`src/assert_macros.svh`:
```
// assertion helpers shared by the rtl
`ifndef ASSERT_MACROS_SVH
`define ASSERT_MACROS_SVH

// same-cycle implication, held off during reset
`define ASSERT_SAME(lbl, clk, rst, ante, cons, msg) \
   lbl: assert property (@(posedge clk) disable iff (rst) (ante) |-> (cons)) else $error(msg);

// next-cycle implication, held off during reset
`define ASSERT_NEXT(lbl, clk, rst, ante, cons, msg) \
   lbl: assert property (@(posedge clk) disable iff (rst) (ante) |=> (cons)) else $error(msg);

`endif

```
`src/shamp_pkg.sv`:
```
package shamp_pkg;

   localparam int WordWidth = 32;
   localparam int FixedWords = 16;
   localparam int LaneWords = 3;

   typedef logic [WordWidth-1:0] word_type;
   typedef logic [2:0] csr_type;

   typedef struct packed {
      word_type mid_a;
      word_type mid_b;
      word_type mid_c;
      word_type mid_d;
      word_type mid_e;
      word_type mid_f;
      word_type mid_g;
      word_type mid_h;
      word_type msg_w0;
      word_type msg_w1;
      word_type msg_w2;
   } req_type;

   typedef struct packed {
      word_type   pre_word;
      logic [4:0] word_index;
      logic       last_word;
   } rsp_type;

   // working variables in standard rotated form plus the three message words
   typedef struct packed {
      word_type a;
      word_type b;
      word_type c;
      word_type d;
      word_type e;
      word_type f;
      word_type g;
      word_type h;
      word_type w0;
      word_type w1;
      word_type w2;
   } state_type;

   typedef struct packed {
      logic [FixedWords-1:0][WordWidth-1:0] fixed;
      logic [LaneWords-1:0][WordWidth-1:0]  lane;
   } bank_type;

   localparam word_type K0 = 32'h428A2F98;
   localparam word_type K1 = 32'h71374491;
   localparam word_type K2 = 32'hB5C0FBCF;
   localparam word_type K3 = 32'hE9B5DBA5;
   localparam word_type D_OFFSET = 32'hB956C25B;
   localparam word_type W17_CONST = 32'h01100000;
   localparam word_type W19_CONST = 32'h11002000;
   localparam word_type W31_CONST = 32'h00000280;
   localparam word_type B_OFFSET = 32'h923F82A4;
   localparam word_type C_OFFSET = 32'h59F111F1;
   localparam word_type A_OFFSET = 32'h5F395B94;
   localparam word_type W16_OFFSET = 32'hE49B69C1;
   localparam word_type W17_OFFSET = 32'hEFBE4786;

   function automatic word_type big_s0(word_type x);
      return {x[1:0], x[31:2]} ^ {x[12:0], x[31:13]} ^ {x[21:0], x[31:22]};
   endfunction

   function automatic word_type big_s1(word_type x);
      return {x[5:0], x[31:6]} ^ {x[10:0], x[31:11]} ^ {x[24:0], x[31:25]};
   endfunction

   function automatic word_type sml_s0(word_type x);
      return {x[6:0], x[31:7]} ^ {x[17:0], x[31:18]} ^ {3'b000, x[31:3]};
   endfunction

   function automatic word_type sml_s1(word_type x);
      return {x[16:0], x[31:17]} ^ {x[18:0], x[31:19]} ^ {10'b0, x[31:10]};
   endfunction

   function automatic word_type choose(word_type x, word_type y, word_type z);
      return z ^ (x & (y ^ z));
   endfunction

   function automatic word_type major(word_type x, word_type y, word_type z);
      return (y & z) | (x & (y | z));
   endfunction

endpackage

```
`src/shamp_stream_if.sv`:
```
interface shamp_stream_if #(parameter type payload_type = logic) ();
   logic        valid;
   logic        ready;
   payload_type data;

   modport source (output valid, output data, input ready);
   modport sink (input valid, input data, output ready);
endinterface

```
`src/sha256_midstate_precalc.sv`:
```
// SHA-256 midstate precalculation. Each request word (midstate plus the first three
// message words of the second block) yields a run of 19, 22 or 28 result words, one per
// cycle unless rsp_bus stalls, for a vector count of 0-1, 2-3 or 4-7: sixteen fixed
// words, then A, E and the W19 partial in one, two or four bit-flipped variants;
// last_word marks the end of the run. The single result word port sets the rate, and
// requests are taken while the previous run drains. The first word passes the input
// register, three round stages, the final round stage and the output register. Write
// vector_count only while the block is idle.
`include "assert_macros.svh"

module sha256_midstate_precalc
   import shamp_pkg::*;
(
   input  logic clock,
   input  logic reset,
   shamp_stream_if.sink   req_bus,
   shamp_stream_if.source rsp_bus,
   shamp_stream_if.sink   csr_bus
);

   shamp_stream_if #(.payload_type(state_type)) st0 ();
   shamp_stream_if #(.payload_type(state_type)) st1 ();
   shamp_stream_if #(.payload_type(state_type)) st2 ();
   shamp_stream_if #(.payload_type(state_type)) st3 ();
   shamp_stream_if #(.payload_type(bank_type))  bank_bus ();

   req_type    req;
   logic       req_valid_ff;
   state_type  req_data_ff;
   state_type  req_data_in;
   csr_type    vector_count_ff;
   logic [1:0] lane_shift;
   logic [4:0] word_total;

   assign req = req_bus.data;
   assign req_bus.ready = !req_valid_ff || st0.ready;
   assign csr_bus.ready = 1'b1;

   always_comb begin
      req_data_in.a = req.mid_a;
      req_data_in.b = req.mid_b;
      req_data_in.c = req.mid_c;
      req_data_in.d = req.mid_d;
      req_data_in.e = req.mid_e;
      req_data_in.f = req.mid_f;
      req_data_in.g = req.mid_g;
      req_data_in.h = req.mid_h;
      req_data_in.w0 = req.msg_w0;
      req_data_in.w1 = req.msg_w1;
      req_data_in.w2 = req.msg_w2;
   end

   always_ff @(posedge clock) begin
      if (reset) begin
         req_valid_ff <= 1'b0;
         vector_count_ff <= 3'd1;
      end else begin
         if (req_bus.ready) begin
            req_valid_ff <= req_bus.valid;
         end
         if (csr_bus.valid) begin
            vector_count_ff <= csr_bus.data;
         end
      end
   end

   always_ff @(posedge clock) begin
      if (req_bus.valid && req_bus.ready) begin
         req_data_ff <= req_data_in;
      end
   end

   assign st0.valid = req_valid_ff;
   assign st0.data = req_data_ff;

   // lanes: zero or one -> 1, two or three -> 2, four and up -> 4
   assign lane_shift = vector_count_ff[2] ? 2'd2 : (vector_count_ff[1] ? 2'd1 : 2'd0);
   assign word_total = 5'd16 + (5'd3 << lane_shift);

   shamp_round u_round0 (
      .clock   (clock),
      .reset   (reset),
      .k       (K0),
      .w       (st0.data.w0),
      .in_bus  (st0),
      .out_bus (st1)
   );

   shamp_round u_round1 (
      .clock   (clock),
      .reset   (reset),
      .k       (K1),
      .w       (st1.data.w1),
      .in_bus  (st1),
      .out_bus (st2)
   );

   shamp_round u_round2 (
      .clock   (clock),
      .reset   (reset),
      .k       (K2),
      .w       (st2.data.w2),
      .in_bus  (st2),
      .out_bus (st3)
   );

   shamp_final u_final (
      .clock   (clock),
      .reset   (reset),
      .in_bus  (st3),
      .out_bus (bank_bus)
   );

   shamp_serializer u_serializer (
      .clock      (clock),
      .reset      (reset),
      .lane_shift (lane_shift),
      .word_total (word_total),
      .bank_bus   (bank_bus),
      .rsp_bus    (rsp_bus)
   );

   // the run ends exactly at the word count set by vector_count
   `ASSERT_SAME(a_last_at_total, clock, reset, rsp_bus.valid && rsp_bus.data.last_word, rsp_bus.data.word_index == word_total - 5'd1, "last word at wrong index")

   // inside a run the next word follows at once with the next index
   `ASSERT_NEXT(a_run_continues, clock, reset, rsp_bus.valid && rsp_bus.ready && !rsp_bus.data.last_word, rsp_bus.valid && rsp_bus.data.word_index == $past(rsp_bus.data.word_index) + 5'd1, "run broken")

endmodule

```
`src/shamp_round.sv`:
```
module shamp_round
   import shamp_pkg::*;
(
   input  logic     clock,
   input  logic     reset,
   input  word_type k,
   input  word_type w,
   shamp_stream_if.sink   in_bus,
   shamp_stream_if.source out_bus
);

   logic      valid_ff;
   state_type data_ff;
   state_type data_in;
   state_type cur;
   word_type  t1;
   word_type  t2;

   assign cur = in_bus.data;
   assign in_bus.ready = !valid_ff || out_bus.ready;

   always_comb begin
      t1 = cur.h + big_s1(cur.e) + choose(cur.e, cur.f, cur.g) + k + w;
      t2 = big_s0(cur.a) + major(cur.a, cur.b, cur.c);
      data_in = cur;
      data_in.a = t1 + t2;
      data_in.b = cur.a;
      data_in.c = cur.b;
      data_in.d = cur.c;
      data_in.e = cur.d + t1;
      data_in.f = cur.e;
      data_in.g = cur.f;
      data_in.h = cur.g;
   end

   always_ff @(posedge clock) begin
      if (reset) begin
         valid_ff <= 1'b0;
      end else if (in_bus.ready) begin
         valid_ff <= in_bus.valid;
      end
   end

   always_ff @(posedge clock) begin
      if (in_bus.valid && in_bus.ready) begin
         data_ff <= data_in;
      end
   end

   assign out_bus.valid = valid_ff;
   assign out_bus.data = data_ff;

endmodule

```
`src/shamp_final.sv`:
```
module shamp_final
   import shamp_pkg::*;
(
   input  logic clock,
   input  logic reset,
   shamp_stream_if.sink   in_bus,
   shamp_stream_if.source out_bus
);

   logic      valid_ff;
   bank_type  bank_ff;
   bank_type  bank_in;
   state_type s;
   word_type  t;
   word_type  w16;
   word_type  w17;

   assign s = in_bus.data;
   assign in_bus.ready = !valid_ff || out_bus.ready;

   // after three rounds: a..c hold the new a words, e..g the new e words,
   // d the original a and h the original e
   always_comb begin
      t = s.h + big_s1(s.e) + choose(s.e, s.f, s.g) + K3;
      w16 = s.w0 + sml_s0(s.w1);
      w17 = s.w1 + W17_CONST + sml_s0(s.w2);
      bank_in.fixed[0] = s.e;
      bank_in.fixed[1] = s.f;
      bank_in.fixed[2] = s.g + D_OFFSET;
      bank_in.fixed[3] = s.a;
      bank_in.fixed[4] = s.b;
      bank_in.fixed[5] = s.c;
      bank_in.fixed[6] = w16;
      bank_in.fixed[7] = w17;
      bank_in.fixed[8] = s.w2 + sml_s1(w16);
      bank_in.fixed[9] = W31_CONST + sml_s0(w16);
      bank_in.fixed[10] = w16 + sml_s0(w17);
      bank_in.fixed[11] = s.e + B_OFFSET;
      bank_in.fixed[12] = s.f + C_OFFSET;
      bank_in.fixed[13] = s.d + A_OFFSET;
      bank_in.fixed[14] = w16 + W16_OFFSET;
      bank_in.fixed[15] = w17 + W17_OFFSET;
      bank_in.lane[0] = s.d + t;
      bank_in.lane[1] = t + big_s0(s.a) + major(s.a, s.b, s.c);
      bank_in.lane[2] = sml_s1(w17) + W19_CONST;
   end

   always_ff @(posedge clock) begin
      if (reset) begin
         valid_ff <= 1'b0;
      end else if (in_bus.ready) begin
         valid_ff <= in_bus.valid;
      end
   end

   always_ff @(posedge clock) begin
      if (in_bus.valid && in_bus.ready) begin
         bank_ff <= bank_in;
      end
   end

   assign out_bus.valid = valid_ff;
   assign out_bus.data = bank_ff;

endmodule

```
`src/shamp_serializer.sv`:
```
module shamp_serializer
   import shamp_pkg::*;
(
   input  logic       clock,
   input  logic       reset,
   input  logic [1:0] lane_shift,
   input  logic [4:0] word_total,
   shamp_stream_if.sink   bank_bus,
   shamp_stream_if.source rsp_bus
);

   bank_type   bank;
   logic       load;
   logic       last;
   logic [4:0] cnt_ff;
   logic [4:0] cnt_in;
   logic [4:0] lane_pos;
   logic [1:0] base;
   logic [1:0] variant;
   word_type   word_sel;
   logic       rsp_valid_ff;
   rsp_type    rsp_data_ff;

   assign bank = bank_bus.data;
   assign load = bank_bus.valid && (!rsp_valid_ff || rsp_bus.ready);
   assign last = cnt_ff == word_total - 5'd1;
   assign cnt_in = last ? 5'd0 : cnt_ff + 5'd1;
   assign lane_pos = cnt_ff - 5'd16;
   assign bank_bus.ready = load && last;

   always_comb begin
      case (lane_shift)
         2'd1: begin
            base = lane_pos[2:1];
            variant = {1'b0, lane_pos[0]};
         end
         2'd2: begin
            base = lane_pos[3:2];
            variant = lane_pos[1:0];
         end
         default: begin
            base = lane_pos[1:0];
            variant = 2'd0;
         end
      endcase
      if (!cnt_ff[4]) begin
         word_sel = bank.fixed[cnt_ff[3:0]];
      end else begin
         // variant 1 flips bit 31, variant 2 bit 30, variant 3 both
         word_sel = bank.lane[base] ^ {variant[0], variant[1], 30'b0};
      end
   end

   always_ff @(posedge clock) begin
      if (reset) begin
         cnt_ff <= 5'd0;
         rsp_valid_ff <= 1'b0;
      end else begin
         if (load) begin
            cnt_ff <= cnt_in;
         end
         if (load) begin
            rsp_valid_ff <= 1'b1;
         end else if (rsp_bus.ready) begin
            rsp_valid_ff <= 1'b0;
         end
      end
   end

   always_ff @(posedge clock) begin
      if (load) begin
         rsp_data_ff.pre_word <= word_sel;
         rsp_data_ff.word_index <= cnt_ff;
         rsp_data_ff.last_word <= last;
      end
   end

   assign rsp_bus.valid = rsp_valid_ff;
   assign rsp_bus.data = rsp_data_ff;

endmodule

```
`src/flat_wrapper.sv`:
```
// flat-port wrapper written by rule: the top's interface ports become plain ports
module sha256_midstate_precalc_flat import shamp_pkg::*;
  (clock, reset, req_bus_valid, req_bus_data, req_bus_ready, rsp_bus_valid, rsp_bus_data, rsp_bus_ready, csr_bus_valid, csr_bus_data, csr_bus_ready);
  shamp_stream_if #(.payload_type(req_type)) req_bus_i ();
  shamp_stream_if #(.payload_type(rsp_type)) rsp_bus_i ();
  shamp_stream_if #(.payload_type(csr_type)) csr_bus_i ();
  input  logic clock;
  input  logic reset;
  input wire logic [$bits(req_bus_i.valid)-1:0] req_bus_valid;
  input wire logic [$bits(req_bus_i.data)-1:0] req_bus_data;
  output wire logic [$bits(req_bus_i.ready)-1:0] req_bus_ready;
  output wire logic [$bits(rsp_bus_i.valid)-1:0] rsp_bus_valid;
  output wire logic [$bits(rsp_bus_i.data)-1:0] rsp_bus_data;
  input wire logic [$bits(rsp_bus_i.ready)-1:0] rsp_bus_ready;
  input wire logic [$bits(csr_bus_i.valid)-1:0] csr_bus_valid;
  input wire logic [$bits(csr_bus_i.data)-1:0] csr_bus_data;
  output wire logic [$bits(csr_bus_i.ready)-1:0] csr_bus_ready;
  assign req_bus_i.valid = req_bus_valid;
  assign req_bus_i.data = req_bus_data;
  assign req_bus_ready = req_bus_i.ready;
  assign rsp_bus_valid = rsp_bus_i.valid;
  assign rsp_bus_data = rsp_bus_i.data;
  assign rsp_bus_i.ready = rsp_bus_ready;
  assign csr_bus_i.valid = csr_bus_valid;
  assign csr_bus_i.data = csr_bus_data;
  assign csr_bus_ready = csr_bus_i.ready;
  sha256_midstate_precalc u_core (.clock(clock), .reset(reset), .req_bus(req_bus_i), .rsp_bus(rsp_bus_i), .csr_bus(csr_bus_i));
endmodule
```
`config.mk`:
```
export PLATFORM = sky130hd
export DESIGN_NAME = sha256_midstate_precalc_flat
export DESIGN_NICKNAME = d
export VERILOG_FILES = /design/src/shamp_pkg.sv /design/src/shamp_stream_if.sv /design/src/sha256_midstate_precalc.sv /design/src/shamp_round.sv /design/src/shamp_final.sv /design/src/shamp_serializer.sv /design/src/flat_wrapper.sv
export VERILOG_INCLUDE_DIRS = /design/src /design/src/src
export SDC_FILE = /design/constraint.sdc
export NUM_CORES = 2
export LEC_CHECK = 0
export BUFFER_PORTS_ARGS = -buffer_cell sky130_fd_sc_hd__buf_2
export CORE_ASPECT_RATIO = 2
export CORE_MARGIN = 2
export CORE_UTILIZATION = 50
export CTS_BUF_LIST = sky130_fd_sc_hd__clkbuf_16
export CTS_CLUSTER_SIZE = 30
export DETAILED_ROUTE_END_ITERATION = 8
export GPL_ROUTABILITY_DRIVEN = 0
export PLACE_DENSITY_LB_ADDON = 0.2
export SLEW_MARGIN = 20
export SYNTH_ARGS = -nofsm -noshare
export SYNTH_HDL_FRONTEND = slang
export SYNTH_SLANG_ARGS = --single-unit
```
`constraint.sdc`:
```
create_clock -name clock -period 74.5 [get_ports clock]
set_clock_uncertainty 0.1 [all_clocks]
set_input_delay 7.45 -clock clock [delete_from_list [all_inputs] [get_ports clock]]
set_output_delay 7.45 -clock clock [all_outputs]
set_load 0.05 [all_outputs]
```
==> impl_metrics.json <==
{
  "rr_endpoint": "u_core.u_round1.out_bus.data[348]",
  "hp-class": "reg -> reg",
  "clk_latency_ps": 930,
  "drtIter0Drc": 7785,
  "postRouteAntennaNets": 0,
  "synth_edf_count": 2051,
  "status": "completed",
  "synth_area_per_cell_um2": 13.45,
  "gr-total-overflow": 0,
  "setup.worst_path.end_class": "output pin",
  "avgViaCountPerCell": 6.034,
  "clk_path_buf_depth": 4,
  "slowest_stage": "nor2_1",
  "min-delay-start": "u_core.req_data_ff[63]",
  "clock-root-buffer": "clkbuf_16",
  "antenna_found_initial": 41,
  "post_synth_num_cell_types": 103,
  "numPortBuffers": 398,
  "synth_area_leaders": "edfxtp_1, xnor2_1, ha_1",
  "hold_buffers": 0,
  "initial_core_util_pct": 50.33,
  "die_w_um": 344.2,
  "synth_top_flop_cell": "edfxtp_1",
  "start_kind": "input pin",
  "tightest_slew_ps": 1362,
  "rr_worst_depth": 32,
  "cts_tree": "done",
  "yosysMostFrequentCell": "edfxtp_1",
  "wirelength_mm": 437.6,
  "finalCritPeriodShare_pct": 23.05,
  "async_flop_share_pct": 0,
  "finalCoreUtilization_pct": 56.05,
  "dieArea_um2": 235500,
  "num_rows": 249,
  "design.portCount": 401,
  "crit-reg2reg-launch": "u_core.u_round0.out_bus.data[204]",
  "hold_violations": 0,
  "crit_type": "in -> out",
  "hold_end": "u_core.u_round0.out_bus.data[63]",
  "finalMaxSlewViolations": 0,
  "grt_max_degree": 195,
  "place.detailed.hpwl_mm": 350.0,
  "area_delta_synth_final_pct": 11.37,
  "fmaxAchievable_mhz": 58.23,
  "synth_cells": 8603,
  "yosys_warnings": 0,
  "worstPathArrival_ps": 9620,
  "grt_usage_pct": 37.43,
  "cts_resized": 0,
  "layout-drive-gt1-share_pct": 12.82,
  "crit_chain": "buf_2, inv_1, a21boi_4, buf_4, nand2_1, and2_1, nand2_1, nor2_1, nand3_1, buf_2",
  "grt_pass1_wl_mm": 591.4,
  "dr.pass1.iters": 8,
  "ys_seq_area_share_pct": 53.45,
  "cts_max_level": 4,
  "vias": 74773,
  "maxSlewHeadroom_pct": 8.558,
  "postCtsSetupBuffers": 0,
  "ys_seq_elements": 2064,
  "wire_per_inst_um": 35.32,
  "synth_top_area_cell": "edfxtp_1",
  "grt_pass1_vias": 74007,
  "coreArea_um2": 229900,
  "drcViolationCount": 0,
  "synth_top_area_share_pct": 53.23,
  "syn-num-nets": 9971,
  "fin_crit_ps": 17170,
  "clk_pin_slew_ps": 70,
  "rrSetupSlack_ps": 64600,
  "whs_path_depth": 0,
  "cp_max_fo": 44,
  "rsz0062_at_grt": "false",
  "critPathTopFamily": "simple AND/OR/NAND/NOR gates",
  "nNetsFinal": 10547,
  "finalSetupViolations": 0,
  "required_ps": 66950,
  "synth_area_um2": 115700,
  "die_height_um": 684.3,
  "clock-sinks": 2064,
  "timing.setup.tns_ps": 0,
  "critPathBufInv": 4,
  "cpPeakStageDelay_ps": 550,
  "cts_buffers": 186,
  "yosys-top-cells-count": "edfxtp_1, xnor2_1, inv_1",
  "drv_cap": 0
}
worst reg2reg max path, delay by kind of cell, from the launching register on:
family                     cells  cell delay (ps)
AOI/OAI and AO/OA             12             3370
adders and majority gates      7             2690
xor gates and xnor gates       4             1810
and+or+nand+nor                6              710
DFF                            1              580
buffers and inverters          3              370
logic make-up (layout without fill, tap and decap cells):
group | count (synthesis) | after routing | share of synthesized area (%)
fa+ha+maj | 1037 | 1037 | 13.43
simple gates | 1168 | 1168 | 4.894
mux | 368 | 368 | 5.000
buf+inv | 927 | 1649 | 3.045
compound gates | 1481 | 1481 | 8.241
xor+xnor | 1557 | 1557 | 11.94
other cells | 1 | 55 | 0.003241
flops | 2064 | 2064 | 53.45
layout by cell type (no fill, tap or decap), drive strengths merged, types with 93 or more instances in the layout:
| cell type | count |
|---|---|
| edfxtp | 2051 |
| xnor2 | 1115 |
| inv | 799 |
| ha | 657 |
| buf | 552 |
| xor2 | 436 |
| a21oi | 372 |
| o21ai | 365 |
| fa | 351 |
| nor2 | 340 |
| nand2 | 291 |
| a21o | 287 |
| clkbuf | 189 |
| mux4 | 160 |
| mux2i | 128 |
| o21a | 93 |
cell type report:
type | count | area (um^2)
Fill cell | 18763 | 101100
Clock buffer | 189 | 4730
Inverter | 763 | 2864
Clock inverter | 145 | 1488
Timing Repair Buffer | 552 | 3236
Sequential cell | 2064 | 61860
Multi-Input combinational cell | 5612 | 50790
Tap cell | 3012 | 3769
Antenna cell | 54 | 135.1
worst max path at each step:
stage / start / end / slack (ps) / cells past startpoint
6_report: rsp_bus_ready / req_bus_ready / 57330 / 10
4_1_cts: rsp_bus_ready / req_bus_ready / 57350 / 10
5_1_grt: rsp_bus_ready / req_bus_ready / 57200 / 10
3_5_place_dp: rsp_bus_ready / req_bus_ready / 57360 / 10
3_3_place_gp: rsp_bus_ready / req_bus_ready / 57420 / 10
2_1_floorplan: rsp_bus_ready / u_core.u_final.out_bus.data[0] / 36040 / 5
layer usage:
layer | track usage [%] | vias to the layer above | part of all wire (%) | wire length [um]
met5 | 0 | - | 0.018 | 80
met2 | 61.13 | 4184 | 48 | 209900
met1 | 36.50 | 36786 | 30 | 131300
met4 | 45.43 | 12 | 16 | 68140
met3 | 6.693 | 1636 | 6.4 | 28160
li1 | - | 32155 | - | -
through the flow:
stage                     worst slack (ps)  hold WS (ps)  cells  cell area, um^2
after floorplan                      36040         300.3   8603           115700
after global placement               57420         300.9  11996           122200
after detailed placement             57360         304.5  11996           122200
after CTS                            57350         270.9  12330           128400
after global routing                 57200         294.8  12357           128800
final                                57330         281.2  12391           128900
flip-flops by register name, indices dropped and copies added, names as in the netlist:
name and count:
u_core.u_final.out_bus.data 605, u_core.req_data_ff 352, u_core.u_round0.out_bus.data 352, u_core.u_round1.out_bus.data 352, u_core.u_round2.out_bus.data 352, u_core.u_serializer.rsp_bus.data 38
u_core.u_serializer.cnt_ff 5, u_core.vector_count_ff 2, u_core.req_valid_ff 1, u_core.u_final.out_bus.valid 1, u_core.u_round0.out_bus.valid 1, u_core.u_round1.out_bus.valid 1
u_core.u_round2.out_bus.valid 1, u_core.u_serializer.rsp_bus.valid 1
Power is not shown: default switching activity piles up to over one toggle a cycle in this logic, so the estimate is an artifact.
